==> config.mk <==
export PLATFORM = sky130hd
export DESIGN_NAME = pbrc_check
export DESIGN_NICKNAME = d
export VERILOG_FILES = /design/src/rtl/core/pbrc_pkg.sv /design/src/rtl/core/pbrc_check.sv
export SDC_FILE = /design/constraint.sdc
export NUM_CORES = 1
export LEC_CHECK = 0
export BUFFER_PORTS_ARGS = -buffer_cell sky130_fd_sc_hd__clkbuf_2
export CAP_MARGIN = 25
export CORE_AREA = 10 10 221 223
export DETAILED_ROUTE_END_ITERATION = 8
export DIE_AREA = 0 0 231 233
export SLEW_MARGIN = 10
export SYNTH_ARGS = -nofsm -noshare
export SYNTH_HDL_FRONTEND = slang
export SYNTH_SLANG_ARGS = --single-unit
==> constraint.sdc <==
create_clock -name vclk -period 24.2
set_input_delay 2.42 -clock vclk [all_inputs]
set_output_delay 2.42 -clock vclk [all_outputs]
set_load 0.01 [all_outputs]
==> src/rtl/core/pbrc_pkg.sv <==
package pbrc_pkg;

    // Request action codes
    typedef logic [1:0] t_action;
    localparam t_action ACT_PART   = 2'd0;
    localparam t_action ACT_DIRECT = 2'd1;
    localparam t_action ACT_LOAD   = 2'd2;

    // Result status codes
    typedef logic [2:0] t_status;
    localparam t_status ST_OK            = 3'd0;
    localparam t_status ST_BAD_ARG       = 3'd1;
    localparam t_status ST_NO_MEDIA      = 3'd2;
    localparam t_status ST_OUT_OF_BOUNDS = 3'd3;
    localparam t_status ST_READ_ONLY     = 3'd4;

    // Configuration register indexes
    localparam int CFG_IDX_W = 3;
    typedef logic [CFG_IDX_W-1:0] t_cfg_idx;
    localparam t_cfg_idx CFG_TOTAL_SECTORS     = 3'd0;
    localparam t_cfg_idx CFG_MAX_BLOCKS        = 3'd1;
    localparam t_cfg_idx CFG_ALIGN_LOG2        = 3'd2;
    localparam t_cfg_idx CFG_SIZES_NONZERO     = 3'd3;
    localparam t_cfg_idx CFG_SECTOR_SIZE_MATCH = 3'd4;
    localparam t_cfg_idx CFG_MEDIA_PRESENT     = 3'd5;
    localparam t_cfg_idx CFG_MEDIA_READ_ONLY   = 3'd6;
    localparam t_cfg_idx CFG_DEVICE_READ_ONLY  = 3'd7;

    localparam int CFG_DATA_W = 64;

    typedef struct packed {
        t_action     action;
        logic [7:0]  part_index;
        logic [63:0] block_offset;
        logic [15:0] block_count;
        logic        is_write;
        logic [63:0] buffer_addr;
        logic [63:0] entry_start;
        logic [63:0] entry_length;
        logic        entry_read_only;
    } t_req;

    typedef struct packed {
        t_status     status;
        logic        issue;
        logic [63:0] device_lba;
        logic [15:0] device_count;
    } t_rsp;

    typedef struct packed {
        logic [63:0] total_sectors;
        logic [15:0] max_blocks;
        logic [4:0]  align_log2;
        logic        sizes_nonzero;
        logic        sector_size_match;
        logic        media_present;
        logic        media_read_only;
        logic        device_read_only;
    } t_cfg;

    // One stored partition entry
    typedef struct packed {
        logic [63:0] first_sector;
        logic [63:0] sector_total;
        logic        write_protect;
    } t_part;

    // Entry as seen by the checker, with its loaded flag
    typedef struct packed {
        t_part part;
        logic  loaded;
    } t_entry;

endpackage

==> src/rtl/core/pbrc_check.sv <==
module pbrc_check
    import pbrc_pkg::*;
(
    input  t_req   i_req,
    input  logic   i_idx_ok,
    input  t_entry i_entry,
    input  t_cfg   i_cfg,
    output t_rsp   o_rsp
);

    logic [64:0] w_sum;
    logic [63:0] w_part_left;
    logic        w_part_bad;
    logic [63:0] w_lba;
    logic [63:0] w_dev_left;
    logic [31:0] w_mask;
    logic        w_misaligned;
    logic        w_dev_bad;
    logic        w_wr;
    t_status     w_dev_status;
    t_status     w_status;

    assign w_wr = i_req.is_write;

    // Partition range and translation
    assign w_sum       = {1'b0, i_req.block_offset} + {1'b0, i_entry.part.first_sector};
    assign w_part_left = i_entry.part.sector_total - i_req.block_offset;
    assign w_part_bad  = (i_req.block_offset >= i_entry.part.sector_total) ||
                         (w_part_left < {48'd0, i_req.block_count});

    // Device checks on the media address
    assign w_lba        = (i_req.action == ACT_DIRECT) ? i_req.block_offset : w_sum[63:0];
    assign w_dev_left   = i_cfg.total_sectors - w_lba;
    assign w_mask       = (32'd1 << i_cfg.align_log2) - 32'd1;
    assign w_misaligned = |(i_req.buffer_addr[31:0] & w_mask);
    assign w_dev_bad    = !i_cfg.sector_size_match ||
                          (w_lba >= i_cfg.total_sectors) ||
                          (i_req.block_count > i_cfg.max_blocks) ||
                          (w_dev_left < {48'd0, i_req.block_count}) ||
                          w_misaligned;

    always_comb begin
        if (!i_cfg.sizes_nonzero || (i_cfg.max_blocks == 16'd0)) begin
            w_dev_status = ST_BAD_ARG;
        end else if (!i_cfg.media_present) begin
            w_dev_status = ST_NO_MEDIA;
        end else if (w_dev_bad) begin
            w_dev_status = ST_BAD_ARG;
        end else if (w_wr && (i_cfg.media_read_only || i_cfg.device_read_only)) begin
            w_dev_status = ST_READ_ONLY;
        end else begin
            w_dev_status = ST_OK;
        end
    end

    // Pick status by action; partition requests check device read-only and media first
    always_comb begin
        case (i_req.action)
            ACT_LOAD: begin
                w_status = i_idx_ok ? ST_OK : ST_OUT_OF_BOUNDS;
            end
            ACT_DIRECT: begin
                w_status = w_dev_status;
            end
            ACT_PART: begin
                if (w_wr && i_cfg.device_read_only) begin
                    w_status = ST_READ_ONLY;
                end else if (!i_cfg.media_present) begin
                    w_status = ST_NO_MEDIA;
                end else if (!i_idx_ok || !i_entry.loaded) begin
                    w_status = ST_OUT_OF_BOUNDS;
                end else if (w_wr && i_entry.part.write_protect) begin
                    w_status = ST_READ_ONLY;
                end else if (w_part_bad || w_sum[64]) begin
                    w_status = ST_BAD_ARG;
                end else begin
                    w_status = w_dev_status;
                end
            end
            default: begin
                w_status = ST_BAD_ARG;
            end
        endcase
    end

    // Issue only passing requests, zero the address otherwise
    always_comb begin
        o_rsp.status = w_status;
        if ((i_req.action != ACT_LOAD) && (i_req.action == ACT_PART ||
            i_req.action == ACT_DIRECT) && (w_status == ST_OK)) begin
            o_rsp.issue        = 1'b1;
            o_rsp.device_lba   = w_lba;
            o_rsp.device_count = i_req.block_count;
        end else begin
            o_rsp.issue        = 1'b0;
            o_rsp.device_lba   = '0;
            o_rsp.device_count = '0;
        end
    end

endmodule

# Yosys cells after proc, flatten, opt, wreduce, memory -nomap -nowiden
# Cells that the tools add are included.
word_totals:
  regBits: 0
  wordCells: 50
op_classes:
  n_addsub: 4
  n_lt_le_gt_ge: 5
  eq_ne: 3
  n_shift: 1
  n_mux: 13
  bitwise_logic: 1
  reduce_logical: 23
op_table:
  columns: ["operator", "count"]
  rows:
  - ["$ge 64x64->1", 2]
  - ["$lt 64x16->1", 2]
  - ["$sub 64x64->64", 2]
  - ["$mux 81", 1]
  - ["$add 64x64->65", 1]
  - ["$mux 64", 1]
  - ["$and 32x32->32", 1]
  - ["$reduce_or 32->1", 1]
  - ["$shl 1x5->32 const A", 1]
  - ["$sub 32x1->32 const B", 1]
  - ["$mux 3", 9]
  - ["$gt 16x16->1", 1]
  - ["$logic_not 16->1", 1]
  - ["$logic_or 1x1->1", 10]
  - ["$pmux 3 s3", 1]
  - ["$logic_and 1x1->1", 5]
  - ["$logic_not 1->1", 4]
  - ["$logic_not 3->1", 1]
  - ["$eq 2x1->1 const B", 1]
  - ["$eq 2x2->1 const B", 1]
  - ["$logic_not 2->1", 1]
  - ["$mux 2", 1]
  - ["$ne 2x2->1 const B", 1]

# Depth between registers and ports, before layout
# Gate-level depths: netlist of run 1.
depth:
  depth_word: 19
  mapped_depth: 35

# Least setup slack after synthesis of run 1
# No wires, ideal clock.
synth_timing:
  path_type: "input to output"
  startpoint: "input port i_req[210] (netlist bit)"
  endpoint: "output port o_rsp[10] (netlist bit)"
  arrival_time_ns: 8.938
  required_ns: 21.780
  setup_slack_ns: 12.842
  stages: 34
  path_cell_list: "ha_1 -> inv_1 -> fa_1 -> nor2b_4 -> o31a_1 -> o21ai_0 -> nand3_1 -> a21oi_1 -> o31ai_1 -> and2_1 -> o21ai_0 -> nand2b_1 -> a21o_1 -> a21oi_1 -> xnor2_1 -> a21oi_1 -> ha_1 -> clkbuf_1 -> nand4_1 -> nor3_1 -> nand3_1 -> a31oi_1 -> o21a_1 -> o32ai_1 -> nor4_1 -> a22oi_2 -> a31o_2 -> a311oi_1 -> o211ai_1 -> or4_4 -> nor4b_4 -> nor4_4 -> buf_6 -> nor4_1"
synth_rtl:
  columns: ["item", "line", "rtl"]
  rows:
  - ["from (decl)", "pbrc_check.sv:4", "input t_req i_req,"]
  - ["to (decl)", "pbrc_check.sv:8", "output t_rsp o_rsp"]

==> results.toml, run 1 <==
[outcome]
outcome = "finished clean"

[logic_synthesis]
synth.largest_area_cell = "ha_1"
netlist_area_um2 = 16300
netlist.area_leader.share = 0.180
syn_nets = 3229
synthCells = 2486
synth_area_leaders = "ha_1 (18%), a21oi_1 (8.2%), a21o_1 (5.8%)"
yosysSeqAreaShare = 0
synth.distinct_cells = 92
postSynthAreaPerCell_um2 = 6.57
yosys_warnings = 0

[final_layout]
drive_gt1_frac = 0.187
mostFrequentLayoutCells = "clkbuf_2 (419), a21oi_1 (269), ha_1 (235)"
design_area_um2 = 18600
seqCellArea_um2 = 0
n_clock_buffer = 0
antenna_cells = 0
n_fill_cell = 4822
fin_util = 0.421
design.seq.count = 0
layoutNonFillerInstCount = 3358
nets = 3511
layout_commonest_cell = "clkbuf_2"
syn_to_final_growth_pct = 13.7

[global_routing]
grt_start_max_net_pins = 65
grt.overflow.total = 0
gr-usage-all-layers = 0.275
grt_pass1_vias = 19900
grt_first_pass_wirelength_um = 118000
antenna_found_initial = 3

[timing]
fmax_mhz = 65.4
whs_ns = 5.28
drv_slew = 0
setup_ws_ns = 8.91
rsz0062_at_grt = "false"
hold_violations = 0
period_needed_ns = 15.29
setup_tns_ns = 0
tightest_slew_ns = 1.08
setup_viol = 0
timing.slew.headroom = 0.280
fin_crit_sh = 0.632

[worst_hold_path]
hold_depth = 4
whs_endpoint = "o_rsp[1]"
min_from = "i_req[195]"
hold_class = "input port to output port"

[clocking]
cts_resized = 0
hold_buffers = 0
cts_setup_buffers = 0

[critical_path]
worstSetupPathType = "input port to output port"
slowest_delay_ns = 0.79
cp.required_ns = 21.78
cp-start-kind = "input port"
worst_path_max_delay_cell = "buf_4"
critPathMaxFanout = 60
crit_arrival_ns = 12.87
crit_path_frequent_cell = "nor4_1"
worstSetupEndpointType = "output port"

[power_and_ir_drop]
vdd_drop_max_mv = 0.0149
pwr_density_cell_nw_per_um2 = 38.5
p_total_uw = 715
p_leak_nw = 8.75

[detailed_routing]
postRouteAntennaNets = 0
firstDrtPassIters = 5
detail_route.iter0.violations = 1895
route.detailed.drc = 0
wire_per_inst_um = 23.6
avgViaCountPerCell = 6.19
vias = 20800
wl_um = 79400

[floorplan]
start_util = 0.370
core-area_um2 = 44100
die_x_um = 231
die_area_um2 = 53800
row_count = 77
pin_count = 589
die_y_um = 233

[flow_run]
drv_cap = 0

[place]
placed_cells = 3358
port_buffers = 419
post_dp_cell_area_um2 = 18600
dp_slack_ns = 9.22
hpwl_um = 68900
place_congestion = 0.973
[power breakdown]
| group | leakage (nW) | total [mW] | internal (mW) | switching (mW) |
|---|---|---|---|---|
| Sequential | 0 | 0 | 0 | 0 |
| Combinational | 8.75 | 0.715 | 0.266 | 0.450 |
| Clock | 0 | 0 | 0 | 0 |
[worst max path at each step]
stage	from	end	slack, ns
CTS	i_req[210]	o_rsp[52]	9.20
finish	i_req[210]	o_rsp[52]	8.91
global route	i_req[210]	o_rsp[52]	8.58
detailed placement	i_req[210]	o_rsp[52]	9.22
floorplan	i_req[210]	o_rsp[10]	12.84
global placement	i_req[210]	o_rsp[52]	9.27
[layer usage]
layer,share of wire,global-route usage
met1,0.43,0.359
met5,0.00052,0
met2,0.46,0.470
met3,0.086,0.0439
met4,0.021,0.0499
[Yosys cell counts, drive strengths merged, types with 6 or more instances]
cell type,count
nor2b,33
o21a,44
o2111ai,13
and4,12
nor4,108
o31a,11
a21o,126
inv,153
nor2,175
a41oi,10
or3,16
ha,235
a2111oi,11
a211oi,29
o31ai,19
or4,9
o21bai,29
o311a,6
a21boi,12
o21ai,175
nand4,80
or2,13
a22oi,9
o211a,7
nand2,229
nand3,49
nor3b,6
a21oi,269
a31o,8
nand2b,38
and3,18
buf,35
o211ai,29
xor2,54
a221oi,6
clkbuf,114
mux2i,13
o221ai,8
xnor2,72
a31oi,29
and2,22
nor3,57
[cells by family (layout without fill, tap and decap cells)]
kind of cell / count (synthesis) / count (layout) / share of synthesized area
buffers and inverters: 302 / 582 / 0.0771
AO/OA/AOI/OAI: 910 / 910 / 0.364
AND/OR/NAND/NOR: 889 / 889 / 0.294
XOR/XNOR: 126 / 126 / 0.0676
multiplexers: 18 / 18 / 0.0114
adder cells (fa/ha/maj): 241 / 241 / 0.186
[critical path, delay by kind of cell]
family          cells  cell delay [ns]
compound gates     15             5.42
simple gates       10             2.86
buf+inv             4             1.18
fa+ha+maj           3             0.81
xor+xnor            1             0.12
[area by class of cell]
cell class	count	area (um^2)	area share
Tap cell	592	741	0.0399
Inverter	153	574	0.0309
Timing Repair Buffer	429	2170	0.117
Multi-Input combinational cell	2184	15100	0.812
Power figures use the tool's default switching activity.
==> run 2, diff against run 1 <==
--- a/config.mk
+++ b/config.mk
@@ -5,11 +5,13 @@
 export SDC_FILE = /design/constraint.sdc
 export NUM_CORES = 1
 export LEC_CHECK = 0
+export ABC_AREA = 1
 export BUFFER_PORTS_ARGS = -buffer_cell sky130_fd_sc_hd__clkbuf_2
 export CAP_MARGIN = 25
-export CORE_AREA = 10 10 221 223
+export CORE_AREA = 10 10 218 220
 export DETAILED_ROUTE_END_ITERATION = 8
-export DIE_AREA = 0 0 231 233
+export DIE_AREA = 0 0 228 230
+export PLACE_DENSITY = 0.66
 export SLEW_MARGIN = 10
 export SYNTH_ARGS = -nofsm -noshare
 export SYNTH_HDL_FRONTEND = slang
==> constraint.sdc (replaced) <==
create_clock -name vclk -period 12.5
set_input_delay 1.25 -clock vclk [all_inputs]
set_output_delay 1.25 -clock vclk [all_outputs]
set_load 0.01 [all_outputs]
==> run 2 against run 1 <==
Cell area grew 1.5%. Routed wire length fell by 11%. Worst setup slack lost 6.7 ns. Via count shrank 0.77%. First-iteration DRC count decreased by 16%. Die area down 2.6%. Critical path type unchanged. Flip-flop and latch count did not move. Largest power group unchanged. Global-route usage down 2.5 points.
==> results.toml, run 2 <==
[worst_hold_path]
hold_class = "input port to output port"
whs_endpoint = "o_rsp[82]"
hold_depth = 3
min_from = "i_req[282]"

[detailed_routing]
firstDrtPassIters = 6
vias = 20600
detail_route.iter0.violations = 1594
wire_per_inst_um = 18.0
avgViaCountPerCell = 5.26
postRouteAntennaNets = 0
wl_um = 70500
route.detailed.drc = 0

[global_routing]
antenna_found_initial = 15
grt_first_pass_wirelength_um = 106000
grt_pass1_vias = 19400
grt.overflow.total = 0
gr-usage-all-layers = 0.250
grt_start_max_net_pins = 86

[clocking]
cts_resized = 0
cts_setup_buffers = 0
hold_buffers = 0

[critical_path]
startpoint = "i_req[217]"
cp.required_ns = 11.25
crit_path_frequent_cell = "nand2_1"
worst_path_max_delay_cell = "buf_4"
critPathMaxFanout = 44
slowest_delay_ns = 0.65
crit_arrival_ns = 9.00
worstSetupEndpointType = "output port"
worstSetupPathType = "input port to output port"
cp-start-kind = "input port"

[logic_synthesis]
syn_nets = 3677
synth_common_cells = "nand2_1 (713), inv_1 (469), nor2_1 (349), a21oi_1 (254), ha_1 (235)"
yosys_warnings = 0
postSynthAreaPerCell_um2 = 5.53
synth.distinct_cells = 57
yosysSeqAreaShare = 0
netlist.area_leader.share = 0.181
synthCells = 2934
synth.largest_area_cell = "ha_1"
yosys.cell_count.top_type = "nand2_1"
netlist_area_um2 = 16200
synth_area_leaders = "ha_1 (18%), nand2_1 (16%), inv_1 (11%)"

[timing]
setup_viol = 0
tightest_slew_ns = 0.900
timing.slew.headroom = 0.394
period_needed_ns = 10.25
drv_slew = 0
fin_crit_sh = 0.820
rsz0062_at_grt = "false"
fmax_mhz = 97.5
hold_violations = 0
setup_ws_ns = 2.25
setup_tns_ns = 0
whs_ns = 2.82

[power_and_ir_drop]
p_total_mw = 1.31
p_int_uw = 461
power_frac_seq = 0
p_comb_frac = 1.000
p_leak_nw = 10.3
switching_share = 0.649
vdd_drop_max_mv = 0.0232
clock_power_share = 0
power.switching_uw = 851
pwr_density_cell_nw_per_um2 = 69.6

[place]
dp_slack_ns = 2.43
post_dp_cell_area_um2 = 18800
hpwl_um = 63700
placed_cells = 3906
port_buffers = 419
place_congestion = 1.04

[final_layout]
n_clock_buffer = 0
layout_commonest_cell = "nand2_1"
layoutNonFillerInstCount = 3918
design_area_um2 = 18900
syn_to_final_growth_pct = 16.2
n_fill_cell = 4828
seqCellArea_um2 = 0
design.seq.count = 0
nets = 4066
fin_util = 0.440
mostFrequentLayoutCells = "nand2_1 (713), inv_1 (469), clkbuf_2 (419)"
drive_gt1_frac = 0.166

[floorplan]
pin_count = 589
die_area_um2 = 52400
die_x_um = 228
core-area_um2 = 42900
die_y_um = 230
start_util = 0.378
row_count = 76

[outcome]
outcome = "finished clean"

[flow_run]
drv_cap = 0
[run 2: cell count changes after synthesis, moves of 80 or more]
cell,change
nand2_1,+484
inv_1,+316
nor2_1,+174
a21o_1,-107
clkbuf_1,-98
nand3_1,+80
nor3_2,+80
[run 2: cells by family after synthesis]
group / after synthesis / share of synthesized area
xor gates and xnor gates: 143 / 0.0772
AOI/OAI and AO/OA: 622 / 0.218
adders and majority gates: 238 / 0.185
buffers and inverters: 509 / 0.125
and+or+nand+nor: 1422 / 0.395
[run 2: final cells by class]
| cell class | count | area (um^2) | area share |
|---|---|---|---|
| tap | 585 | 732 | 0.0388 |
| inverter | 473 | 1780 | 0.0942 |
| timing repair buffer | 423 | 2130 | 0.113 |
| antenna | 12 | 30.0 | 0.00159 |
| multi-input combinational | 2425 | 14200 | 0.753 |
[run 2: worst max path at each step]
stage / endpoint / slack (ns) / depth (start not counted)
2_1_floorplan: o_rsp[71] / 5.20 / 41
3_3_place_gp: o_rsp[0] / 2.44 / 46
3_5_place_dp: o_rsp[0] / 2.43 / 46
4_1_cts: o_rsp[0] / 2.42 / 46
5_1_grt: o_rsp[0] / 1.61 / 46
6_report: o_rsp[0] / 2.25 / 42
[run 2: per-layer routing]
| metal | up-vias | global-route usage | routed length, um |
|---|---|---|---|
| met2 | 798 | 0.411 | 31600 |
| met4 | 6 | 0.0689 | 1820 |
| met5 | - | 0 | 37 |
| li1 | 10600 | - | - |
| met3 | 98 | 0.0328 | 5450 |
| met1 | 9165 | 0.336 | 31600 |
[run 2: power by group through the flow]
stage                     Sequential (mW)   Clock (mW)  Combinational (mW)
after floorplan                         0            0               0.927
after global placement                  0            0                1.28
after detailed placement                0            0                1.28
after CTS                               0            0                1.28
after global routing                    0  0.000000129                1.47
final                                   0  0.000000129                1.31
[run 2: worst max-delay path, delay by kind of cell]
family	cells	cell delay [ns]
buffers and inverters	4	1.02
AOI/OAI and AO/OA	4	0.72
and+or+nand+nor	31	4.89
adders and majority gates	2	0.91
xor gates and xnor gates	1	0.16
